File: src/hdl/gtsf_lane.sv
// One trait lane: absolute trait difference to the focal value, then its square.
// Two register stages; no package dependencies.
module gtsf_lane (
  input  logic               clk,
  input  logic signed [15:0] trait,
  input  logic signed [15:0] focal,
  input  logic               active,
  output logic [31:0]        sq
);

  logic [16:0] diff;
  logic [16:0] neg_diff;
  logic [15:0] mag;
  logic [15:0] mag_q;

  always_comb begin
    diff     = {trait[15], trait} - {focal[15], focal};
    neg_diff = 17'd0 - diff;
    mag      = diff[16] ? neg_diff[15:0] : diff[15:0];
  end

  always_ff @(posedge clk) begin
    mag_q <= active ? mag : 16'd0;
    sq    <= 32'(mag_q) * 32'(mag_q);
  end

endmodule

File: config.mk
export PLATFORM = sky130hd
export DESIGN_NAME = gtsf_lane
export DESIGN_NICKNAME = d
export VERILOG_FILES = /design/src/hdl/gtsf_lane.sv
export SDC_FILE = /design/constraint.sdc
export NUM_CORES = 1
export LEC_CHECK = 0
export BUFFER_PORTS_ARGS = -buffer_cell sky130_fd_sc_hd__clkbuf_2
export CORE_ASPECT_RATIO = 2
export CORE_MARGIN = 2
export CORE_UTILIZATION = 55
export CTS_BUF_LIST = sky130_fd_sc_hd__clkbuf_8
export DETAILED_ROUTE_END_ITERATION = 12
export PLACE_DENSITY_LB_ADDON = 0.2
export SYNTH_ARGS = -nofsm -noshare
export SYNTH_HDL_FRONTEND = slang
export SYNTH_SLANG_ARGS = --single-unit
File: constraint.sdc
create_clock -name clk -period 18.9 [get_ports clk]
set_input_delay 0 -clock clk [delete_from_list [all_inputs] [get_ports clk]]
set_output_delay 0 -clock clk [all_outputs]
set_load 0.02 [all_outputs]
## Yosys cells after proc, flatten, opt, wreduce, memory -nomap -nowiden

Index checks and enable logic that the tools add are counted.
Widths: inputs -> output; s select.

- Output and inout port bits: 32
- Word-level logic and storage cells: 6
- Input port bits: 34
- Register bits: 48
- Latch bits: 0
- Memories: 0
- Bits in read-only memories: 0
- Bits in writable memories: 0

- Reduce and logical (&&, ||, !) cells: 0
- Shift-type cells: 0
- $add $sub $neg: 2
- Bitwise gates (word level): 0
- Multiply operators: 1
- Multiplexer cells: 1
- Equal/unequal tests: 0
- Order comparisons: 0
- Divide/modulo/power cells: 0

Operators by type and width:

| kind | number |
|---|---|
| $mul 16x16->32 | 1 |
| $sub 16x16->17 | 1 |
| $mux 16 | 1 |
| $sub 1x16->16 const A | 1 |

## Longest topological paths before layout

- Word-level depth: 3
- Depth in mapped cells: 25
- Depth with buffers taken out: 24

## Worst setup path after synthesis

Ideal clock, no wire load.

- Kind: register to register
- Start: reg mag_q[1]
- End: reg sq[31]
- Path slack: 12.560 ns
- Required time: 18.785 ns
- Library setup time: 0.115 ns
- Path buffers: 2
- Cell stages (with the launch flop): 26
- Period minus slack after synthesis: 6.340 ns
- Data arrival time: 6.225 ns
- Cells stage by stage: dfxtp_1 -> clkbuf_1 -> clkbuf_1 -> and2_1 -> fa_1 -> inv_1 -> fa_1 -> inv_1 -> fa_1 -> inv_1 -> fa_1 -> inv_1 -> fa_1 -> inv_1 -> fa_1 -> inv_1 -> ha_1 -> a21o_1 -> a21o_1 -> a21oi_1 -> o21ai_2 -> a31oi_4 -> o21ai_2 -> a221o_1 -> or4b_1 -> and3_1

- Cells in the longest elaborated chain, start to end: 1

Ends and longest elaborated chain:

| element | RTL line | source |
|---|---|---|
| start: declaration | 14 | `logic [15:0] mag_q;` |
| start signal: assignment | 23 | `mag_q <= active ? mag : 16'd0;` |
| $mul 16x16->32 | 24 | `sq <= 32'(mag_q) * 32'(mag_q);` |
| end signal: assignment | 24 |  |
| end: declaration | 8 | `output logic [31:0] sq` |

No other way between the ends.
A chain may end at the register's enable or synchronous reset.

## Final worst setup path

- Start: reg mag_q[3]
- End: reg sq[31]

The elaborated chain is that of the path after synthesis.

==> results <==
- TritonCTS built the clock tree.
- The die is 190 um tall.
- The critical path startpoint category is a flop.
- In this run the remaining antenna-violating nets after routing total 0.
- The number of max-slew violations in the final report is 0.
- After technology mapping, the gate count stands at 1064.
- The row count is 68.
- Once the clock tree was built, the resizer swapped 0 gates to a different size.
- The highest routing layer actually used is met4.
- For this design the static power due to leakage is 0.00562 uW.
- The die is 96.9 um wide.
- The cell sitting at the root of the clock tree is a clkbuf_8.
- The overflow left after global routing is 0.
- The detailed placer's ending HPWL is 16600 um.
- The Yosys step of the flow raised 0 warnings.
- The number of instances on the worst hold path is 4.
- Counting every sink on the clock net gives 47.
- The setup TNS is 0 ps.
- The first global-routing pass estimated 34200 um of wire.
- In this run the power density over the cells is 132 nW/um^2.
- The wire length the detailed router placed on met1 is approximately 8000 um.
- Setup repair after global routing left no endpoint under its margin.
- After floorplanning, the core was sized to cover between 15000 and 20000 um^2.
- The critical path endpoint is sq[31].
- By startpoint and endpoint, the worst setup path is classified as flop to flop.
- Detailed routing placed a total of approximately 10000 um of wire on met2.
- In this run the tool buffered the top-level ports with 64 buffer cells.
- The total of max-cap violations is 0.
- The clock tree buffer depth is 2.
- The initial antenna violation count is 0.
- The number of global-route vias before repair is between 7000 and 8000.
- The worst ir drop on vdd is 196 uV.
- Timing would allow up to 0.147 GHz.
- The data required time of the critical path is 19130 ps.
- Setup violations remaining at the end of the flow were counted as 0.
- The flow ran to the end, and the final reports show no timing, DRC or antenna violations.
- The startpoint of the worst register-to-register path is mag_q[3].
- For this run, design rule violations remaining after detail routing come to 0.
- The sum of routed wire length over all layers is 19300 um.
- The first TritonRoute pass finished after 4 iterations.
- The number of nets in the layout is 1424.
- The number of synthesized register bits is 47.
- The synthesis-to-finish area growth is 6.21%.
- The count of cell types in the netlist is 73.
- The most critical setup path has its startpoint at mag_q[3].
- In this run, synthesis inferred 0 flip-flops with an integrated enable.
- The prevailing post-synth register cell is dfxtp_1.
- The total I/O pin count is 66.
- In the final routed layout, each cell accounts on average for 14.6 um.
- Clock-pin slew was measured on the worst setup and hold paths at 100 ps.
- The number of cells on the worst reg-to-reg path is 22.
- The worst-case clock skew is 7.23 ps.
- The total nets after synthesis is 1379.
- Leaving out fill and tap cells, the most frequent cells in the layout are 277 x inv_1, 164 x fa_1, 117 x ha_1.
- The routability congestion estimate from global placement is between 0.8 and 0.9.
- Sequential elements use roughly a tenth of the synthesized area.
- Global routing used between 20% and 30% of the available tracks.
- Buffers added to address setup during post-CTS repair amount to 0.
- 0 antenna diodes ended up in the layout.
- The capturing element type of the critical path is a flop.
- Averaged over all synthesized cells, the footprint is 8.92 um^2.
- The cell area that synthesis handed to floorplanning was 9490 um^2.
- In the final layout, the share of cells above drive strength 1 is a little under 9%.
- In the finished design, the share of the clock period the worst path needs comes to 36.0%.
- The shortest period the worst path allows is 6810 ps.
- The routed layout has 6928 vias.
- The critical path arrival is ~7000 ps.
- The slew at the pin closest to its max-slew limit is 865 ps.
- Entering global routing, the biggest net connects 20 pins.
- The count of endpoints failing hold in the final timing report is 0.
- The via density per instance is 5.25.
- The most common library cell in the layout ignoring fill and taps is inv_1.
- The detailed route wirelength on metal3 is 467 um.
- The min-delay analysis places its worst path in the category input port to flop.
- The reg-to-reg critical path endpoint is sq[31].
- The total power draw is 1330 uW.
- The internal reg-to-reg setup slack is 12090 ps.
- For the worst-skew pair, the clock arrives at the later sink with an insertion delay of 330 ps.
- The die covers between 15000 and 20000 um^2.
- The number of buffers inserted during clock tree synthesis is 5.
- The first routing iteration left 192 violations.
- The headroom to the max-slew limit is 41.7%.
- Once the floorplan was initialized, standard cells occupied 55.5% of the core.
- The share of synthesized flip-flops with an asynchronous set or reset is 0%.
- The H-tree generated during clock tree synthesis spans 2 levels.
- Along the worst path, the maximum fanout reaches 13.
[metal layers]
metal	vias up	global-route usage, %
met3	29	1.80
met1	3436	28.6
met2	103	41.4
li1	3360	-
met4	0	7.80
met5	-	0
[critical path: stages (launching register included)]
cell     delay, ps
dfxtp_1        680
inv_1          270
nor2_1         250
ha_1           290
xor2_1         190
fa_1           560
inv_1           60
fa_1           490
fa_1           430
inv_1           80
fa_1           430
fa_1           490
inv_1           40
ha_1           370
a21o_1         210
a21o_1         190
a21oi_1        180
o21ai_1        140
a31oi_4        210
o21ai_2        110
a221o_1        380
or4b_1         510
and3_1         170
[where the power goes]
part           internal (uW)  switching [uW]
Sequential               145            39.1
Combinational            440             632
Clock                   33.4            41.5
Total                    618             713
[layout make-up]
cell class | count | area, um^2
clock inverter | 1 | 7.51
fill | 1559 | 7030
sequential | 47 | 941
timing repair buffer | 65 | 330
tap | 210 | 263
clock buffer | 7 | 96.3
inverter | 277 | 1040
multi-input combinational | 713 | 7400
[cells in the mapped netlist (8+ instances only)]
cell / instances / share of area, %
xnor2_1: 35 / 3.2
xor2_1: 11 / 1.0
clkbuf_1: 23 / 0.91
nor3_1: 9 / 0.47
nand2_1: 87 / 3.4
fa_1: 164 / 35
and3_1: 10 / 0.66
a21oi_1: 34 / 1.8
inv_1: 277 / 11
o21ai_0: 14 / 0.74
ha_1: 117 / 15
dfxtp_1: 47 / 9.9
nor2b_1: 8 / 0.53
nor2_1: 44 / 1.7
a21o_1: 18 / 1.4
and2_1: 53 / 3.5
[worst min-delay path by stage]
| stage | to | slack (ps) | from |
|---|---|---|---|
| 2_1_floorplan | mag_q[2] | 150 | active |
| 4_1_cts | mag_q[0] | 50 | trait[0] |
| 5_1_grt | mag_q[0] | 90 | trait[0] |
| 3_5_place_dp | mag_q[0] | 350 | focal[0] |
| 6_report | mag_q[0] | 50 | trait[0] |
| 3_3_place_gp | mag_q[0] | 350 | focal[0] |
[metrics by stage]
step	area [um^2]	hold slack, ps	setup slack (ps)	cells	utilization, %
floorplan	9490	146	12560	1064	-
global placement	9960	346	12310	1311	58.3
detailed placement	9960	350	12140	1311	58.3
CTS	10100	47.4	12110	1320	58.9
global route	10100	91.6	11800	1320	58.9
finish	10100	50.4	12090	1320	58.9
[registers in the layout, indices dropped and copies added, names as in the netlist]
| register | flops |
|---|---|
| sq | 31 |
| mag_q | 16 |
[cell families (layout without fill, tap and decap cells)]
family                   after synthesis  after routing  synth area share [%]
flip-flops                            47             47                  9.92
other                                  1              1                0.0395
buffers and inverters                304            350                  12.1
XOR/XNOR                              47             47                  4.42
multiplexers                           4              4                 0.448
AO/OA/AOI/OAI                        128            128                  9.56
AND/OR/NAND/NOR                      252            252                  13.5
adder cells (fa/ha/maj)              281            281                  50.0
[timing repair]
item	4_1_cts	5_1_grt
setup endpoints to repair	0	0
hold buffers	1	0
endpoints found under the hold margin	1	0
Power figures use the tool's default switching activity.
