===== src/hdl/gtsf_pkg.sv =====
// Types, constants and register indexes of the Gaussian trait-space fitness unit.
// No dependencies; used by every module of the block except gtsf_lane.
package gtsf_pkg;

  localparam int MAX_TRAITS_DEF = 4;
  localparam int TRAIT_INPUTS   = 4;
  localparam int Z_W            = 22;
  localparam logic [Z_W-1:0] Z_CAP = Z_W'(32'd32 << 16);
  localparam int EXP_W          = 17;
  localparam int FIFO_DEPTH     = 16;
  localparam int PIPE_LAT       = 10;

  localparam logic [2:0] CFG_ALPHA       = 3'd0;
  localparam logic [2:0] CFG_BASE        = 3'd1;
  localparam logic [2:0] CFG_INV_SIGMA   = 3'd2;
  localparam logic [2:0] CFG_TRAIT_COUNT = 3'd3;
  localparam logic [2:0] CFG_PERIOD_X    = 3'd4;
  localparam logic [2:0] CFG_PERIOD_Y    = 3'd5;

  typedef struct packed {
    logic              mode;
    logic signed [15:0] trait_0;
    logic signed [15:0] trait_1;
    logic signed [15:0] trait_2;
    logic signed [15:0] trait_3;
    logic [15:0]       pos_x;
    logic [15:0]       pos_y;
    logic              is_last;
  } item_t;

  typedef struct packed {
    logic [15:0] fitness;
    logic        last_out;
  } result_t;

endpackage


===== src/hdl/gtsf_exp.sv =====
// Pipelined exp(-z) approximation through powers of two, four register stages.
// Depends on gtsf_pkg for the exponent and result widths.
module gtsf_exp import gtsf_pkg::*; (
  input  logic             clk,
  input  logic [Z_W-1:0]   z,
  output logic [EXP_W-1:0] e
);

  logic [38:0] ymul;
  logic [6:0]  n_1, n_2, n_3;
  logic [15:0] f_1;
  logic [31:0] t1m, ffm, t2m;
  logic [15:0] t1_2, f2_2;
  logic [17:0] p_full;
  logic [16:0] p_3;
  logic [4:0]  nm1;
  logic [17:0] half, rounded, shifted;

  always_comb begin
    ymul    = 39'(z) * 39'd94548 + 39'd32768;
    t1m     = 32'(f_1) * 32'd44014 + 32'd32768;
    ffm     = 32'(f_1) * 32'(f_1);
    t2m     = 32'(f2_2) * 32'd11246 + 32'd32768;
    p_full  = 18'd65536 - 18'(t1_2) + 18'(t2m[31:16]);
    nm1     = 5'(n_3 - 7'd1);
    half    = 18'd1 << nm1;
    rounded = {1'b0, p_3} + half;
    shifted = rounded >> n_3[4:0];
  end

  always_ff @(posedge clk) begin
    n_1  <= ymul[38:32];
    f_1  <= ymul[31:16];
    n_2  <= n_1;
    t1_2 <= t1m[31:16];
    f2_2 <= ffm[31:16];
    n_3  <= n_2;
    p_3  <= p_full[16:0];
    if (n_3 > 7'd16) begin
      e <= '0;
    end else if (n_3 == 7'd0) begin
      e <= p_3;
    end else begin
      e <= shifted[16:0];
    end
  end

endmodule


===== config.mk =====
export PLATFORM = sky130hd
export DESIGN_NAME = gtsf_exp
export DESIGN_NICKNAME = d
export VERILOG_FILES = /design/src/hdl/gtsf_pkg.sv /design/src/hdl/gtsf_exp.sv
export SDC_FILE = /design/constraint.sdc
export NUM_CORES = 2
export LEC_CHECK = 0
export BUFFER_PORTS_ARGS = -buffer_cell sky130_fd_sc_hd__clkbuf_2
export CAP_MARGIN = 20
export CORE_UTILIZATION = 37
export DETAILED_ROUTE_END_ITERATION = 7
export GPL_TIMING_DRIVEN = 1
export SLEW_MARGIN = 20
export SYNTH_ARGS = -nofsm -noshare
export SYNTH_HDL_FRONTEND = slang
export SYNTH_SLANG_ARGS = --single-unit

===== constraint.sdc =====
create_clock -name clk -period 9.8 [get_ports clk]
set_input_delay 1.96 -clock clk [delete_from_list [all_inputs] [get_ports clk]]
set_output_delay 1.96 -clock clk [all_outputs]
set_load 0.01 [all_outputs]

Word-level counts from Yosys, hierarchy flattened
Cells that the tools add are included.
{"block": "word_totals", "elab_cells": 24, "mem_bits_ro": 0, "mem_count": 0, "input_bits": 23, "mem_bits_rw": 0, "latchBits": 0, "ff_bits": 103, "output_inout_bits": 17}
{"block": "classes", "n_shift": 2, "n_reduce_logical": 1, "bitwise_logic": 0, "mul": 4, "addsub": 7, "n_eq_ne": 0, "div": 0, "order_cmp": 1, "n_mux": 1}
{"cell": "39-bit by 16-bit adder with 39-bit output (second input constant)", "count": 1}
{"cell": "22-bit by 15-bit multiplier with 37-bit output (second input constant)", "count": 1}
{"cell": "32-bit by 16-bit adder with 32-bit output (second input constant)", "count": 1}
{"cell": "16-bit by 16-bit multiplier with 32-bit output", "count": 1}
{"cell": "30-bit by 16-bit adder with 31-bit output (second input constant)", "count": 1}
{"cell": "16-bit by 15-bit multiplier with 31-bit output (second input constant)", "count": 1}
{"cell": "16-bit by 13-bit multiplier with 29-bit output (second input constant)", "count": 1}
{"cell": "17-bit by 18-bit adder with 18-bit output", "count": 1}
{"cell": "1-bit by 5-bit left shift with 18-bit output (first input constant)", "count": 1}
{"cell": "18-bit by 5-bit >> shifter with 17-bit output", "count": 1}
{"cell": "17-bit by 15-bit adder with 17-bit output", "count": 1}
{"cell": "17-bit 2-to-1 mux", "count": 1}
{"cell": "17-bit by 16-bit subtractor with 17-bit output (first input constant)", "count": 1}
{"cell": "7-bit by 5-bit greater-than comparator with 1-bit output (second input constant)", "count": 1}
{"cell": "7-bit logical NOT", "count": 1}
{"cell": "5-bit by 1-bit subtractor with 5-bit output (second input constant)", "count": 1}

Longest topological paths before layout
{"block": "depth", "word_depth": 5, "mapped_depth": 34, "depth_no_buf": 34}

Worst setup path before layout
Ideal clock, no wire load.
{"block": "synth_path", "kind": "in2reg", "from": "in z[3]", "to": "reg n_1[6]", "arrival_ns": 7.855, "path_stages": 22, "setup_time_ns": 0.062, "path_buffers": 1, "slack_ns": 1.884, "required_ns": 9.738, "path_cell_list": "ha_1 inv_1 fa_1 inv_1 fa_1 inv_1 fa_1 fa_1 inv_1 fa_1 ha_1 clkbuf_1 nand4_1 a2111oi_2 o21a_1 o21ai_0 and3_1 nor4_1 nand4_1 o31a_1 a2111o_1 nand3_1"}
{"block": "synth_between", "elab_chain_len": 2}
{"element": "start, declared", "line_no": "gtsf_exp.sv:5", "text": "input logic [Z_W-1:0] z,"}
{"element": "22-bit by 15-bit multiplier with 37-bit output", "line_no": "gtsf_exp.sv:20", "text": "ymul = 39'(z) * 39'd94548 + 39'd32768;"}
{"element": "39-bit by 16-bit adder with 39-bit output", "line_no": "gtsf_exp.sv:20"}
{"element": "via ymul[38]", "line_no": "gtsf_exp.sv:9", "text": "logic [38:0] ymul;"}
{"element": "end signal, assigned", "line_no": "gtsf_exp.sv:32", "text": "n_1 <= ymul[38:32];"}
{"element": "end, declared", "line_no": "gtsf_exp.sv:10", "text": "logic [6:0] n_1, n_2, n_3;"}
The timed path passes the listed nets, and every way through them passes these cells.
A chain may end at the register's enable or synchronous reset.

Worst setup path after layout
{"block": "layout_path", "from": "reg f2_2[6]", "to": "reg p_3[15]"}
{"block": "layout_between", "elab_chain_len": 3}
{"element": "start, declared", "line_no": "gtsf_exp.sv:13", "text": "logic [15:0] t1_2, f2_2;"}
{"element": "start signal, assigned", "line_no": "gtsf_exp.sv:36", "text": "f2_2 <= ffm[31:16];"}
{"element": "16-bit by 13-bit multiplier with 29-bit output", "line_no": "gtsf_exp.sv:23", "text": "t2m = 32'(f2_2) * 32'd11246 + 32'd32768;"}
{"element": "30-bit by 16-bit adder with 31-bit output", "line_no": "gtsf_exp.sv:23"}
{"element": "17-bit by 15-bit adder with 17-bit output", "line_no": "gtsf_exp.sv:24", "text": "p_full = 18'd65536 - 18'(t1_2) + 18'(t2m[31:16]);"}
{"element": "via p_full[15]", "line_no": "gtsf_exp.sv:14", "text": "logic [17:0] p_full;"}
{"element": "end signal, assigned", "line_no": "gtsf_exp.sv:38", "text": "p_3 <= p_full[16:0];"}
{"element": "end, declared", "line_no": "gtsf_exp.sv:15", "text": "logic [16:0] p_3;"}
The timed path passes the listed nets, and every way through them passes these cells.

==> impl_results.md <==
- DRT iter0 DRCs: 939
- Maxcap violations: 0
- Synth top area cells: fa_1 (34%), ha_1 (24%), inv_1 (10%)
- Crit path DAT: 8490 ps
- Root Driver: clkbuf_16
- CTS tree: done
- Drt wl/cell: 15.2 µm
- Worst Path Required: 10,090 ps
- CTS Buf Count: 9
- Seq/Total Area, Yosys: 7.48%
- Post-Route Setup TNS: 0 ps
- CP Launch Type: flop
- Crit. End Element: flop
- Total setup buffers inserted after CTS: 0
- # DRC: 0
- Largest net degree at the start of global routing: 31
- Hold path depth: 0
- Post-synth cell types: 84
- Worst slew pin tran: 1010 ps
- Total wire length: 59,600 µm
- Total track usage: 16.5%
- Critical path class: reg -> reg
- Cell count after synthesis: 2,917
- IO Pins: 40
- Final instance area: 29,300 µm²
- Via count: 18,900
- Syn_nets: 3,944
- Antenna violations before repair: 1
- Layout area overhead: 6.24%
- Post-DRT Antenna Nets: 0
- Post-synthesis register bit count: 103
- Clk sinks: 103
- Max-slew headroom: 32.8%
- Core Area: 73,300 µm²
- Most common cell after layout, fill and taps aside: inv_1
- EDFF count, synth: 0
- Initial Util: 37.6%
- Port-buffer cells: 39
- Status: finished clean
- Global placer's final weighted congestion: 0.906
- Main synth FF type: dfxtp_1
- Reg-to-Reg Start: f2_2[6]
- Mean Syn Cell Area: 9.44 µm²
- FFs w/ async S/R, synth: 0%
- RSZ-0062 raised after global routing: false
- Vias in the first global route: 19,700
- Final hold vios: 0
- Layout cells sized above 1: 3.59%
- CTS Buffer Depth: 2
- Worst Hold Launch: n_1[0]
- Post-Syn Area: 27,500 µm²
- Largest area contributor in the netlist: fa_1
- Global route overflow: 0
- Detailed placement HPWL: 53,300 µm
- Most frequent cells in the layout: inv_1 (744), ha_1 (531), fa_1 (473)
- Worst-path clk slew: 80 ps
- R2R depth: 27
- Post-route minimum period: 8210 ps
- Cell Area, Placed: 28,900 µm²
- Die X: 275 µm
- Worst skew pair latency: 360 ps
- Post-CTS Resized: 0
- Total die area: 75,600 µm²
- Worst-path fanout max: 8
- First-pass GRT wire length: 100,000 µm
- Die height: 275 µm
- Final setup fails: 0
- Final Skew: 18.3 ps
- Vias/cell: 4.84
- F_max: 122 MHz
- Layout Nets: 3,976
- Max-slew violations: 0
- Post-cts hold buffer count: 0
- Fin crit share: 83.8%
- Hold Path Class: reg -> reg
- Yosys top cell area share: 34.4%
- Row count: 99
- Depth of the CTS H-tree: 3
- Pre-antenna DRT Iters: 5
- Crit. Startpoint: f2_2[6]
- Ys Warns: 0
-- kinds of logic (layout without fill, tap and decap cells) --
logic type | Yosys count | after routing | share of synthesized area [%]
fa+ha+maj | 1005 | 1005 | 58.5
buf+inv | 785 | 822 | 10.7
simple gates | 505 | 505 | 8.99
compound gates | 337 | 337 | 8.27
xor+xnor | 157 | 157 | 5.02
flops | 103 | 103 | 7.48
mux | 25 | 25 | 1.02
other cells | 0 | 1 | 0
-- sequential cells by signal, summed over array words and instances (netlist names) --
signal and cells:
e 17, p_3 17, f2_2 16, f_1 16, t1_2 16, n_1 7, n_2 7, n_3 7
-- metrics by stage --
stage / setup slack (ps) / std cells / hold WS (ps) / utilization [%]
2_1_floorplan: 1880 / 2917 / 310 / -
4_1_cts: 1560 / 3913 / 325 / 39.9
5_1_grt: 966 / 3913 / 334 / 39.9
3_3_place_gp: 1400 / 3897 / 310 / 39.5
6_report: 1590 / 3914 / 328 / 39.9
3_5_place_dp: 1280 / 3897 / 312 / 39.5
-- layout make-up --
cell class | count | area, µm²
Multi-Input combinational cell | 2029 | 22500
Antenna cell | 1 | 2.50
Tap cell | 959 | 1200
Clock inverter | 7 | 104
Fill cell | 7423 | 44100
Timing Repair Buffer | 53 | 300
Clock buffer | 9 | 225
Sequential cell | 103 | 2060
Inverter | 753 | 2830
-- synth_stat cells (9+ instances only) --
cell      instances
inv_1           744
ha_1            531
fa_1            473
nor2_1          154
nand2_1         127
dfxtp_1         103
xnor2_1          98
a21oi_1          84
o21ai_0          60
xor2_1           58
nor3_1           36
clkbuf_1         32
a21o_1           31
nand3_1          30
o21a_1           21
and2_1           19
mux2i_1          19
a211oi_1         18
nor2b_1          18
and3_1           17
or3_1            15
nand2b_1         14
nand4_1          14
or2_2            12
a31oi_1          11
nor3b_1          10
o211ai_1          9
o31ai_1           9
-- worst max-delay path, cell delays in order (launching register included) --
cell and delay, ps:
dfxtp_1 610, fa_1 490, inv_1 80, fa_1 450
fa_1 560, inv_1 50, fa_1 490, fa_1 420
ha_1 300, a211o_1 260, a21oi_1 170, o22a_1 230
nand2_1 110, a21oi_1 210, xnor2_1 140, ha_1 220
nor3b_1 200, mux2i_1 140, nor3_1 390, nand4b_1 380
or3b_2 540, nand3_1 110, xor2_1 100, ha_1 250
o41ai_1 640, o2111ai_1 220, a21oi_1 200, xor2_1 150
-- routing by layer --
layer / track usage (%) / vias up / wire [µm]
met2: 27.2 / 298 / 27600
met4: 3.11 / 0 / 841
li1: - / 9367 / -
met5: 0 / - / 0
met1: 23.5 / 9231 / 29200
met3: 1.45 / 44 / 1980
-- worst paths after layout --
| check | slack, ps | endpoint |
|---|---|---|
| worst max-delay path | 1590 | p_3[15] |
| worst min-delay path | 330 | n_2[0] |
| worst max register to register | 1590 | p_3[15] |
| worst min register to register | 330 | n_2[0] |
Power is left out: the tool's default activity adds up to more than one toggle a clock period on the data nets, which glitch-free logic cannot reach.
